**src/design/lzwc_pkg.sv**
```systemverilog
`timescale 1ns / 1ps
// ----------------------------------------------------------------------------
// LZW compressor package
// Shared types and fixed constants of the 12-bit LZW compressor.
// ----------------------------------------------------------------------------
package lzwc_pkg;

  localparam int BYTE_W    = 8;
  localparam int OUT_W     = 12;
  localparam int EPOCH_W   = 8;
  localparam int FIRST_NEW = 256;

  // One classified input transaction as it travels from front to back.
  typedef struct packed {
    logic              start;
    logic              last;
    logic [BYTE_W-1:0] data;
  } item_t;

  // One result transaction.
  typedef struct packed {
    logic [OUT_W-1:0] code;
    logic             last;
    logic             done;
  } result_t;

endpackage

```
**src/design/lzwc_front.sv**
```systemverilog
`timescale 1ns / 1ps
// ----------------------------------------------------------------------------
// LZW compressor front end
// Accepts bytes, marks the first byte of each message and queues them.
// ----------------------------------------------------------------------------
module lzwc_front
  import lzwc_pkg::*;
(
  input  logic              clk,
  input  logic              rst,
  input  logic              push,
  output logic              full,
  input  logic [BYTE_W-1:0] data_byte,
  input  logic              end_of_input,
  output logic              item_valid,
  output item_t             item,
  input  logic              item_pop
);

  item_t       slots [2];
  logic        rd_ptr;
  logic        wr_ptr;
  logic [1:0]  count;
  logic        in_message;
  logic        do_push;

  assign full       = (count == 2'd2);
  assign do_push    = push && !full;
  assign item_valid = (count != 2'd0);
  assign item       = slots[rd_ptr];

  always_ff @(posedge clk) begin
    if (do_push) begin
      slots[wr_ptr] <= '{start: !in_message, last: end_of_input, data: data_byte};
    end
  end

  always_ff @(posedge clk) begin
    if (rst) begin
      rd_ptr     <= 1'b0;
      wr_ptr     <= 1'b0;
      count      <= 2'd0;
      in_message <= 1'b0;
    end else begin
      if (do_push) begin
        wr_ptr     <= !wr_ptr;
        in_message <= !end_of_input;
      end
      if (item_pop) begin
        rd_ptr <= !rd_ptr;
      end
      count <= count + 2'(do_push) - 2'(item_pop);
    end
  end

endmodule

```
**config.mk**
```make
export PLATFORM = sky130hd
export DESIGN_NAME = lzwc_front
export DESIGN_NICKNAME = d
export VERILOG_FILES = /design/src/design/lzwc_pkg.sv /design/src/design/lzwc_front.sv
export SDC_FILE = /design/constraint.sdc
export NUM_CORES = 1
export LEC_CHECK = 0
export ABC_AREA = 1
export ABC_CLOCK_PERIOD_IN_PS = 3900
export BUFFER_PORTS_ARGS = -buffer_cell sky130_fd_sc_hd__buf_4
export CAP_MARGIN = 15
export CORE_MARGIN = 5
export CORE_UTILIZATION = 53
export CTS_CLUSTER_SIZE = 12
export DETAILED_ROUTE_END_ITERATION = 10
export GPL_ROUTABILITY_DRIVEN = 0
export PLACE_DENSITY_LB_ADDON = 0.1
export SLEW_MARGIN = 10
export SYNTH_ARGS = -nofsm -noshare
export SYNTH_HDL_FRONTEND = slang
export SYNTH_SLANG_ARGS = --single-unit
```
**constraint.sdc**
```tcl
create_clock -name clk -period 3.9 [get_ports clk]
set_input_delay 0.585 -clock clk [delete_from_list [all_inputs] [get_ports clk]]
set_output_delay 0.585 -clock clk [all_outputs]
set_load 0.005 [all_outputs]
```
==> run summary <==
STATUS
-------------------------------------------------------------------------------------
Outcome                                                                  finished, final reports clean

CRITICAL PATH
-------------------------------------------------------------------------------------
Cell-by-cell listing of the critical path                                mux2_4 -> buf_4
Beginning of the worst register-to-register path                         count[0]$_SDFF_PP0_
Critical register-to-register path endpoint                              slots[0][2]$_DFFE_PP_
Arrival time of data at the critical path endpoint                            1500 ps
WP data required                                                              3310 ps
CP Capture Type                                                            output pin
Register-to-register path setup slack                                         2240 ps
Slowest-stage cell, CP                                                        dfxtp_1
Startpoint Class                                                            flip-flop
Worst path max stage delay                                                     720 ps
Crit path kind                                                                reg2out
Largest fanout on the critical path                                                10
FF-to-FF path depth                                                                 4

CELLS AND AREA
-------------------------------------------------------------------------------------
Area Overhead vs Synth                                                          21.7%
Layout cell share with drive strength beyond 1                                  38.5%
Final core utilization                                                          66.3%
Layout net count                                                                  113
Count of placed standard cells in the final layout, fillers left out              123
Fill cell count                                                                   154
Post-Layout Inst Area                                                       1260 um^2
Antenna fix cells                                                                   0

DETAILED ROUTING
-------------------------------------------------------------------------------------
Detail-routed via count per cell                                                 4.64
Antenna-violating nets left                                                         0
Number of DRC violations after detailed-routing iteration 0                        10
Number of remaining DRC errors                                                      0
Average wire per cell in the routed design                                    11.9 um
Routed WL                                                                     1460 um
Via count                                                                         571
Pre-antenna DRT Iters                                                               4

STA
-------------------------------------------------------------------------------------
Final hold vios                                                                     0
Post-Route Hold Slack                                                          455 ps
Final Max Slew Viols                                                                0
Final-report setup violation count                                                  0
Worst setup skew after layout                                                 8.07 ps
Highest clock frequency the design can meet                                   479 MHz
Setup repair after global routing missed its margin                                no
Final period demand of the worst path                                         2090 ps
Sum Neg Setup Slack                                                              0 ps
Period utilisation layout                                                       53.5%
Transition time of the tightest slew-check pin                                 863 ps
Worst relative slew slack                                                       42.3%

CLOCKING
-------------------------------------------------------------------------------------
Clock-pin slew on the worst setup and hold paths                               110 ps
CTS Root Cell                                                                clkbuf_4
H-tree lvl count                                                                    1
Number of clock buffers inserted by TritonCTS                                       3
Number of gates resized after cts                                                   0
Number of hold-repair buffers added at the cts stage                                0
Buffers inserted during post-CTS setup optimization                                 0
CTS sink cnt                                                                       26
Maximum clock path buffer count                                                     2
Clk_lat worst skew                                                             300 ps
TritonCTS clock tree                                                            built

GRT
-------------------------------------------------------------------------------------
Overall fraction of global-route tracks in use                                  11.3%
Remaining global-route overflow                                                     0
First-pass GRT wire length                                                    2250 um
Via count of the first global-routing pass                                        565
Largest net degree at the start of global routing                                  14
Initial antenna violation count                                                     0

SYNTHESIS
-------------------------------------------------------------------------------------
Compound-gate portion of the synthesized area                                   1.45%
Post-synthesis share of cell area spent on and, or, nand and nor gates          6.88%
Post-synth net total                                                               85
Synth warn                                                                          0
Flops & latches, synth                                                             26
Xor/xnor cell area share of the yosys netlist                                  0.845%
Synthesized area per cell                                                   14.8 um^2
Mux contribution to synthesized area                                            14.5%
Sequential share of the synthesized area                                        69.6%
Synth Cell Area                                                             1040 um^2
Gate count after technology mapping                                                70
Fraction of the mapped netlist area in adder cells                              2.42%
Dominant combinational cell family by area after synthesis               multiplexers
Cell variety after synth                                                           11

HOLD PATH
-------------------------------------------------------------------------------------
Worst Min Path Start                                                              rst
Path class of the lowest-slack min-delay path                                  in2reg
End point of the most critical hold path                                 count[0]$_SDFF_PP0_
Cell depth of the worst hold path                                                   2

PLACE
-------------------------------------------------------------------------------------
Post-DP HPWL                                                                  1120 um
Placed insts                                                                      120
Port Buffer Count                                                                  24
Placement Cell Area                                                         1240 um^2

FLOORPLANNING
-------------------------------------------------------------------------------------
Row count                                                                          16
Die height                                                                    54.2 um
Floorplan die width                                                           54.2 um
CORE AREA                                                                   1900 um^2
Starting density of the core                                                    54.5%
Number of I/O pins                                                                 25
DIE AREA                                                                    2940 um^2

FLOW RUN
-------------------------------------------------------------------------------------
Max cap viols                                                                       0

PWR
-------------------------------------------------------------------------------------
Leakage component of the power                                               0.549 nW
Maximum resistive drop on vdd                                                  265 uV
Power per cell area                                                       438 nW/um^2

critical path: cells and delay by family, from the launching register on:
kind | cells | cell delay (ps)
DFF | 1 | 720
muxes | 1 | 350
buffers and inverters | 1 | 130
metrics by stage:
step,power (mW),setup slack (ps)
global route,0.587,1730
CTS,0.563,1780
detailed placement,0.460,2030
floorplan,0.410,2420
global placement,0.457,2070
finish,0.552,1810
routing by layer:
| layer | share of wire [%] | vias up | track usage [%] |
|---|---|---|---|
| met1 | 37 | 261 | 11.4 |
| met4 | 0.82 | 0 | 6.22 |
| met3 | 8.8 | 2 | 3.27 |
| met2 | 53 | 14 | 20.5 |
| li1 | - | 294 | - |
| met5 | 0 | - | 0 |
state kept, by name, summed over array words and instances, names as in the netlist, named ones only:
signal,flops
rd_ptr,1
count,2
in_message,1
slots,20
wr_ptr,1
cells in the mapped netlist:
master / number / area (um^2)
a21oi_1: 3 / 15.0
buf_6: 1 / 11.3
dfxtp_1: 6 / 120
edfxtp_1: 20 / 601
ha_1: 2 / 25.0
inv_1: 9 / 33.8
mux2_4: 10 / 150
nand2_1: 8 / 30.0
nand3_1: 3 / 15.0
nor2_1: 7 / 26.3
xnor2_1: 1 / 8.76
worst max-delay path by stage:
stage / slack (ps) / cells after the start / end
5_1_grt: 1730 / 2 / item[7]
4_1_cts: 1780 / 2 / item[2]
2_1_floorplan: 2420 / 8 / count[1]$_SDFF_PP0_
3_3_place_gp: 2070 / 3 / slots[0][5]$_DFFE_PP_
3_5_place_dp: 2030 / 3 / slots[0][2]$_DFFE_PP_
6_report: 1810 / 2 / item[3]
cell families (layout without fill, tap and decap cells):
logic type               after synthesis  after routing
multiplexers                          10             10
buffers and inverters                 10             36
adder cells (fa/ha/maj)                2              2
flip-flops                            26             26
AND/OR/NAND/NOR                       18             18
XOR/XNOR                               1              1
AO/OA/AOI/OAI                          3              3
cell usage in the layout, fill, tap and decap left out:
cell type | Yosys | final
nand2_1 | 8 | 8
xnor2_1 | 1 | 1
mux2_4 | 10 | 10
nand3_1 | 3 | 3
inv_1 | 9 | 9
dfxtp_1 | 6 | 6
ha_1 | 2 | 2
edfxtp_1 | 20 | 20
clkbuf_4 | 0 | 3
nor2_1 | 7 | 7
buf_4 | 0 | 24
a21oi_1 | 3 | 3
power breakdown:
group | internal [mW] | total, mW | switching, mW | leakage [nW]
Clock | 0.0359 | 0.101 | 0.0654 | 0.0138
Sequential | 0.328 | 0.342 | 0.0139 | 0.235
Combinational | 0.0636 | 0.108 | 0.0449 | 0.300
cell type report:
class / count / area, um^2 / area share, %
Clock buffer: 3 / 22.5 / 1.79
Inverter: 9 / 33.8 / 2.68
Multi-Input combinational cell: 34 / 270 / 21.4
Sequential cell: 26 / 721 / 57.1
Tap cell: 27 / 33.8 / 2.68
Timing Repair Buffer: 24 / 180 / 14.3
No activity file was read; power rests on OpenSTA's default activity.
