[src/design/lzwc_pkg.sv]
`timescale 1ns / 1ps
// ----------------------------------------------------------------------------
// LZW compressor package
// Shared types and fixed constants of the 12-bit LZW compressor.
// ----------------------------------------------------------------------------
package lzwc_pkg;

  localparam int BYTE_W    = 8;
  localparam int OUT_W     = 12;
  localparam int EPOCH_W   = 8;
  localparam int FIRST_NEW = 256;

  // One classified input transaction as it travels from front to back.
  typedef struct packed {
    logic              start;
    logic              last;
    logic [BYTE_W-1:0] data;
  } item_t;

  // One result transaction.
  typedef struct packed {
    logic [OUT_W-1:0] code;
    logic             last;
    logic             done;
  } result_t;

endpackage

[src/design/lzwc_outq.sv]
`timescale 1ns / 1ps
// ----------------------------------------------------------------------------
// LZW compressor result queue
// Four-entry queue of result transactions toward the receiver.
// ----------------------------------------------------------------------------
module lzwc_outq
  import lzwc_pkg::*;
(
  input  logic    clk,
  input  logic    rst,
  input  logic    res_push,
  input  result_t res,
  output logic    room2,
  output logic    empty,
  input  logic    pop,
  output result_t head
);

  result_t    slots [4];
  logic [1:0] rd_ptr;
  logic [1:0] wr_ptr;
  logic [2:0] count;
  logic       do_pop;

  assign empty  = (count == 3'd0);
  assign do_pop = pop && !empty;
  assign room2  = (count <= 3'd2);
  assign head   = slots[rd_ptr];

  always_ff @(posedge clk) begin
    if (res_push) begin
      slots[wr_ptr] <= res;
    end
  end

  always_ff @(posedge clk) begin
    if (rst) begin
      rd_ptr <= 2'd0;
      wr_ptr <= 2'd0;
      count  <= 3'd0;
    end else begin
      if (res_push) begin
        wr_ptr <= wr_ptr + 2'd1;
      end
      if (do_pop) begin
        rd_ptr <= rd_ptr + 2'd1;
      end
      count <= count + 3'(res_push) - 3'(do_pop);
    end
  end

endmodule

[config.mk]
export PLATFORM = sky130hd
export DESIGN_NAME = lzwc_outq
export DESIGN_NICKNAME = d
export VERILOG_FILES = /design/src/design/lzwc_pkg.sv /design/src/design/lzwc_outq.sv
export SDC_FILE = /design/constraint.sdc
export NUM_CORES = 1
export LEC_CHECK = 0
export ABC_AREA = 1
export ABC_CLOCK_PERIOD_IN_PS = 1950
export BUFFER_PORTS_ARGS = -buffer_cell sky130_fd_sc_hd__clkbuf_2
export CAP_MARGIN = 20
export CORE_MARGIN = 5
export CORE_UTILIZATION = 40
export CTS_BUF_LIST = sky130_fd_sc_hd__clkbuf_4
export DETAILED_ROUTE_END_ITERATION = 7
export MAX_ROUTING_LAYER = met4
export PLACE_DENSITY = 0.65
export RECOVER_POWER = 50
export SYNTH_ARGS = -nofsm -noshare
export SYNTH_HDL_FRONTEND = slang
export SYNTH_SLANG_ARGS = --single-unit
[constraint.sdc]
create_clock -name clk -period 1.95 [get_ports clk]
set_input_delay 0.39 -clock clk [delete_from_list [all_inputs] [get_ports clk]]
set_output_delay 0.39 -clock clk [all_outputs]
set_load 0.05 [all_outputs]
==> metrics.log <==
[metrics] run status: finished clean
[metrics] via count of the first global-routing pass: 1670
[metrics] pre-CTS setup slack: 75.9 ps
[metrics] DRC viols: 0
[metrics] Detail Route Antenna Nets: 0
[metrics] Yosys warning total: 0
[metrics] Post-synth ARST share: 0%
[metrics] required time worst endpoint: between 1500 and 2000 ps
[metrics] number of max-cap violations: 0
[metrics] fill cell count: ~560
[metrics] top cell type by total area after synthesis: sky130_fd_sc_hd__edfxtp_1
[metrics] number of port buffers: 33
[metrics] CTS H-Tree Depth: 3
[metrics] Worst Path Max Fanout: 28
[metrics] antenna diode count: 0
[metrics] final-report max-slew violation count: 0
[metrics] Worst slew margin: 81.5%
[metrics] CP max stage cell: sky130_fd_sc_hd__dfxtp_4
[metrics] Avg Vias per Cell: 5.02
[metrics] register bit count reported by yosys: 65
[metrics] unrepaired setup endpoints after global routing: yes
[metrics] worst reg2reg path endpoint: count[1]$_SDFF_PP0_
[metrics] clk_lat worst skew: 420 ps
[metrics] worst-case vdd ir drop: 0.000891 V
[metrics] Worst EP arrival: about 1600 ps
[metrics] count of buffering cells on the critical path with inverters included: 2
[metrics] Critical Path, Cell by Cell: inv_8, o21ai_0, o22ai_2, buf_8
[metrics] drt total wl: roughly 5.1 mm
[metrics] power density over cell area: around 1300 mW/mm^2
[metrics] final worst slack: 4.23 ps
[metrics] clock-pin slew on the worst setup and hold paths: 100 ps
[metrics] Top delay family on crit path: flip-flops
[metrics] type of element launching the critical path: register
[metrics] core area: 0.00628 mm^2
[metrics] post-route total power: 4.18 mW
[metrics] mean area per synthesized cell: 13.1 um^2
[metrics] number of sinks driven by the clock tree: 65
[metrics] Die X: 90 um
[metrics] initial antenna violation count: 0
[metrics] Vert. Die Dim: approximately 90 um
[metrics] number of different library cells in the post-synthesis netlist: 19
[metrics] layout cell share with drive strength beyond 1: 26.1%
[metrics] fraction of the cycle the final worst path needs: 99.8%
[metrics] cell count of the worst reg-to-reg path: 10
[metrics] fraction of the yosys area taken by sequential cells: 72.7%
[metrics] total number of vias: 1635
[metrics] Root Driver: sky130_fd_sc_hd__clkbuf_4
[metrics] Total GRT Usage: 12.5%
[metrics] post-synth design cell area: 0.00256 mm^2
[metrics] first drt pass iteration count: 6
[metrics] Setup crit end kind: primary output
[metrics] final hold vios: 0
[metrics] number of nets in the layout: 270
[metrics] Synth top cells by count: sky130_fd_sc_hd__edfxtp_1 (56), sky130_fd_sc_hd__nor2_1 (36), sky130_fd_sc_hd__o21ai_0 (24)
[metrics] internal reg-to-reg setup slack: 100 ps
[metrics] most common cell in the netlist: sky130_fd_sc_hd__edfxtp_1
[metrics] Highest Clock Rate: 514 MHz
[metrics] worst min-delay path category: in2reg
[metrics] Worst Hold Launch: rst
[metrics] Max Clock Skew: 11.6 ps
[metrics] std cell rows: 29
[metrics] ranking of synthesized cells by area: sky130_fd_sc_hd__edfxtp_1 (66%), sky130_fd_sc_hd__dfxtp_1 (7.0%), sky130_fd_sc_hd__nor2_1 (5.3%)
[metrics] Worst Hold Endpoint: count[0]$_SDFF_PP0_
[metrics] global-route wire length before repair: 7.62 mm
[metrics] number of cells traversed by the worst hold path: 2
[metrics] clock tree from TritonCTS: done
[metrics] start-to-end type of the worst setup path: reg2out
[metrics] post-synth net total: roughly 220
[metrics] number of buffers on the longest clock path: 2
[metrics] Final min period: 1950 ps
[metrics] reported leakage power: 1.18 nW
[metrics] routability cong.: around 0.8
[metrics] total die area: between 0.008 and 0.009 mm^2
[metrics] pin count of the biggest net entering global routing: 29
[metrics] post-DP HPWL: ~3 mm
[metrics] Iter 0 DRT Violations: 159
[metrics] max incr delay on CP: 460 ps
[metrics] layout-stage area growth over the synthesis result: 23.4%
[metrics] total overflow reported by the global router: 0
[metrics] prevailing post-synth register cell: sky130_fd_sc_hd__edfxtp_1
[metrics] transition time at the pin with the least slew margin: 275 ps
[metrics] total setup violations reported at the end of the flow: 0
[metrics] launch point of the worst reg-to-reg path: count[1]$_SDFF_PP0_
[metrics] Cells after Synth: between 150 and 200
[metrics] I/O pin cnt: 34
[metrics] starting density of the core: 40.8%
[metrics] post-DR wirelength/cell: 15.6 um
[metrics] clock buffer count from CTS: 9
[metrics] Post-synth EDFFs: 56
[metrics] area share of the largest cell type after synthesis: 65.7%
[placed cells by master, fill, tap and decap left out, types with 2 or more instances in the layout]
master / instances
sky130_fd_sc_hd__clkbuf_4: 13
sky130_fd_sc_hd__nor2_2: 2
sky130_fd_sc_hd__a21oi_1: 4
sky130_fd_sc_hd__buf_4: 15
sky130_fd_sc_hd__dfxtp_4: 3
sky130_fd_sc_hd__clkbuf_16: 2
sky130_fd_sc_hd__nor2_1: 34
sky130_fd_sc_hd__ha_1: 7
sky130_fd_sc_hd__o21ai_1: 11
sky130_fd_sc_hd__edfxtp_1: 56
sky130_fd_sc_hd__nand2_1: 8
sky130_fd_sc_hd__o21ai_2: 4
sky130_fd_sc_hd__clkbuf_2: 5
sky130_fd_sc_hd__o22ai_2: 3
sky130_fd_sc_hd__o21ai_0: 15
sky130_fd_sc_hd__buf_6: 2
sky130_fd_sc_hd__clkbuf_1: 14
sky130_fd_sc_hd__inv_1: 16
sky130_fd_sc_hd__clkinvlp_4: 2
sky130_fd_sc_hd__dfxtp_1: 5
sky130_fd_sc_hd__o22ai_1: 11
sky130_fd_sc_hd__bufinv_16: 2
[layer usage]
metal / track usage (%) / part of all wire [%] / vias to the layer above / wire (um)
li1: - / - / 794 / -
met4: 4.84 / 1.0 / 0 / 52
met3: 5.93 / 7.0 / 6 / 355
met2: 20.4 / 52 / 47 / 2620
met5: - / 0 / - / 0
met1: 13.1 / 40 / 788 / 2060
[how the worst max path moves through the flow]
stage | depth (start not counted) | slack [ps] | start | end
3_3_place_gp | 10 | 120 | count[1]$_SDFF_PP0_ | count[1]$_SDFF_PP0_
2_1_floorplan | 10 | -70 | count[1]$_SDFF_PP0_ | count[1]$_SDFF_PP0_
3_5_place_dp | 10 | 80 | count[1]$_SDFF_PP0_ | count[1]$_SDFF_PP0_
5_1_grt | 4 | -50 | register | head[9]
4_1_cts | 4 | -3 | register | head[9]
6_report | 4 | 4 | register | head[9]
[power by group]
part	leakage (nW)	internal, mW	switching (mW)
Combinational	0.508	0.511	0.977
Sequential	0.591	1.62	0.0706
Clock	0.0839	0.520	0.485
[worst reg2reg max path: stages, from the launching register on]
cell	delay, ps
sky130_fd_sc_hd__dfxtp_4	380
sky130_fd_sc_hd__nor2_2	40
sky130_fd_sc_hd__nand2_2	100
sky130_fd_sc_hd__clkinvlp_4	110
sky130_fd_sc_hd__nor2_2	110
sky130_fd_sc_hd__ha_1	230
sky130_fd_sc_hd__inv_1	60
sky130_fd_sc_hd__ha_1	130
sky130_fd_sc_hd__inv_1	50
sky130_fd_sc_hd__fa_2	510
sky130_fd_sc_hd__nor2_1	50
[repair_timing]
action	CTS	global route
hold buffers	0	0
pin swaps	1	9
gates cloned	0	2
buffers inserted	0	3
setup endpoints to repair	14	13
gates resized for setup	22	41
[cell families (layout without fill, tap and decap cells)]
| family | count (synthesis) | in the layout | synth area share, % |
|---|---|---|---|
| AO/OA/AOI/OAI | 49 | 49 | 10.4 |
| XOR/XNOR | 1 | 1 | 0.342 |
| adder cells (fa/ha/maj) | 8 | 8 | 4.20 |
| buffers and inverters | 26 | 80 | 5.52 |
| flip-flops | 65 | 65 | 72.7 |
| AND/OR/NAND/NOR | 46 | 46 | 6.79 |
[sequential cells by signal, summed over array words and instances (netlist names), named ones only]
| name | count |
|---|---|
| slots | 56 |
| rd_ptr | 2 |
| wr_ptr | 2 |
| count | 3 |
[stage by stage]
| step | instance area (um^2) | setup TNS, ps | util [%] | instances | hold WS, ps |
|---|---|---|---|---|---|
| floorplan | 2570 | -106 | - | 195 | 448 |
| global placement | 2820 | 0 | 44.9 | 305 | 486 |
| detailed placement | 2820 | 0 | 44.9 | 305 | 494 |
| CTS | 3040 | -2.78 | 48.5 | 321 | 168 |
| global route | 3160 | -171 | 50.3 | 326 | 176 |
| finish | 3160 | 0 | 50.3 | 326 | 192 |
[final cells by class]
cell class / count / area [um^2] / share of cell area [%]
Clock buffer: 9 / 67.6 / 2.14
Inverter: 19 / 85.1 / 2.69
Timing Repair Buffer: 45 / 342 / 10.8
Multi-Input combinational cell: 104 / 601 / 19.0
Tap cell: 77 / 96.3 / 3.05
Clock inverter: 7 / 93.8 / 2.97
Sequential cell: 65 / 1870 / 59.3
Note: power is estimated with default switching activity, not from simulation.
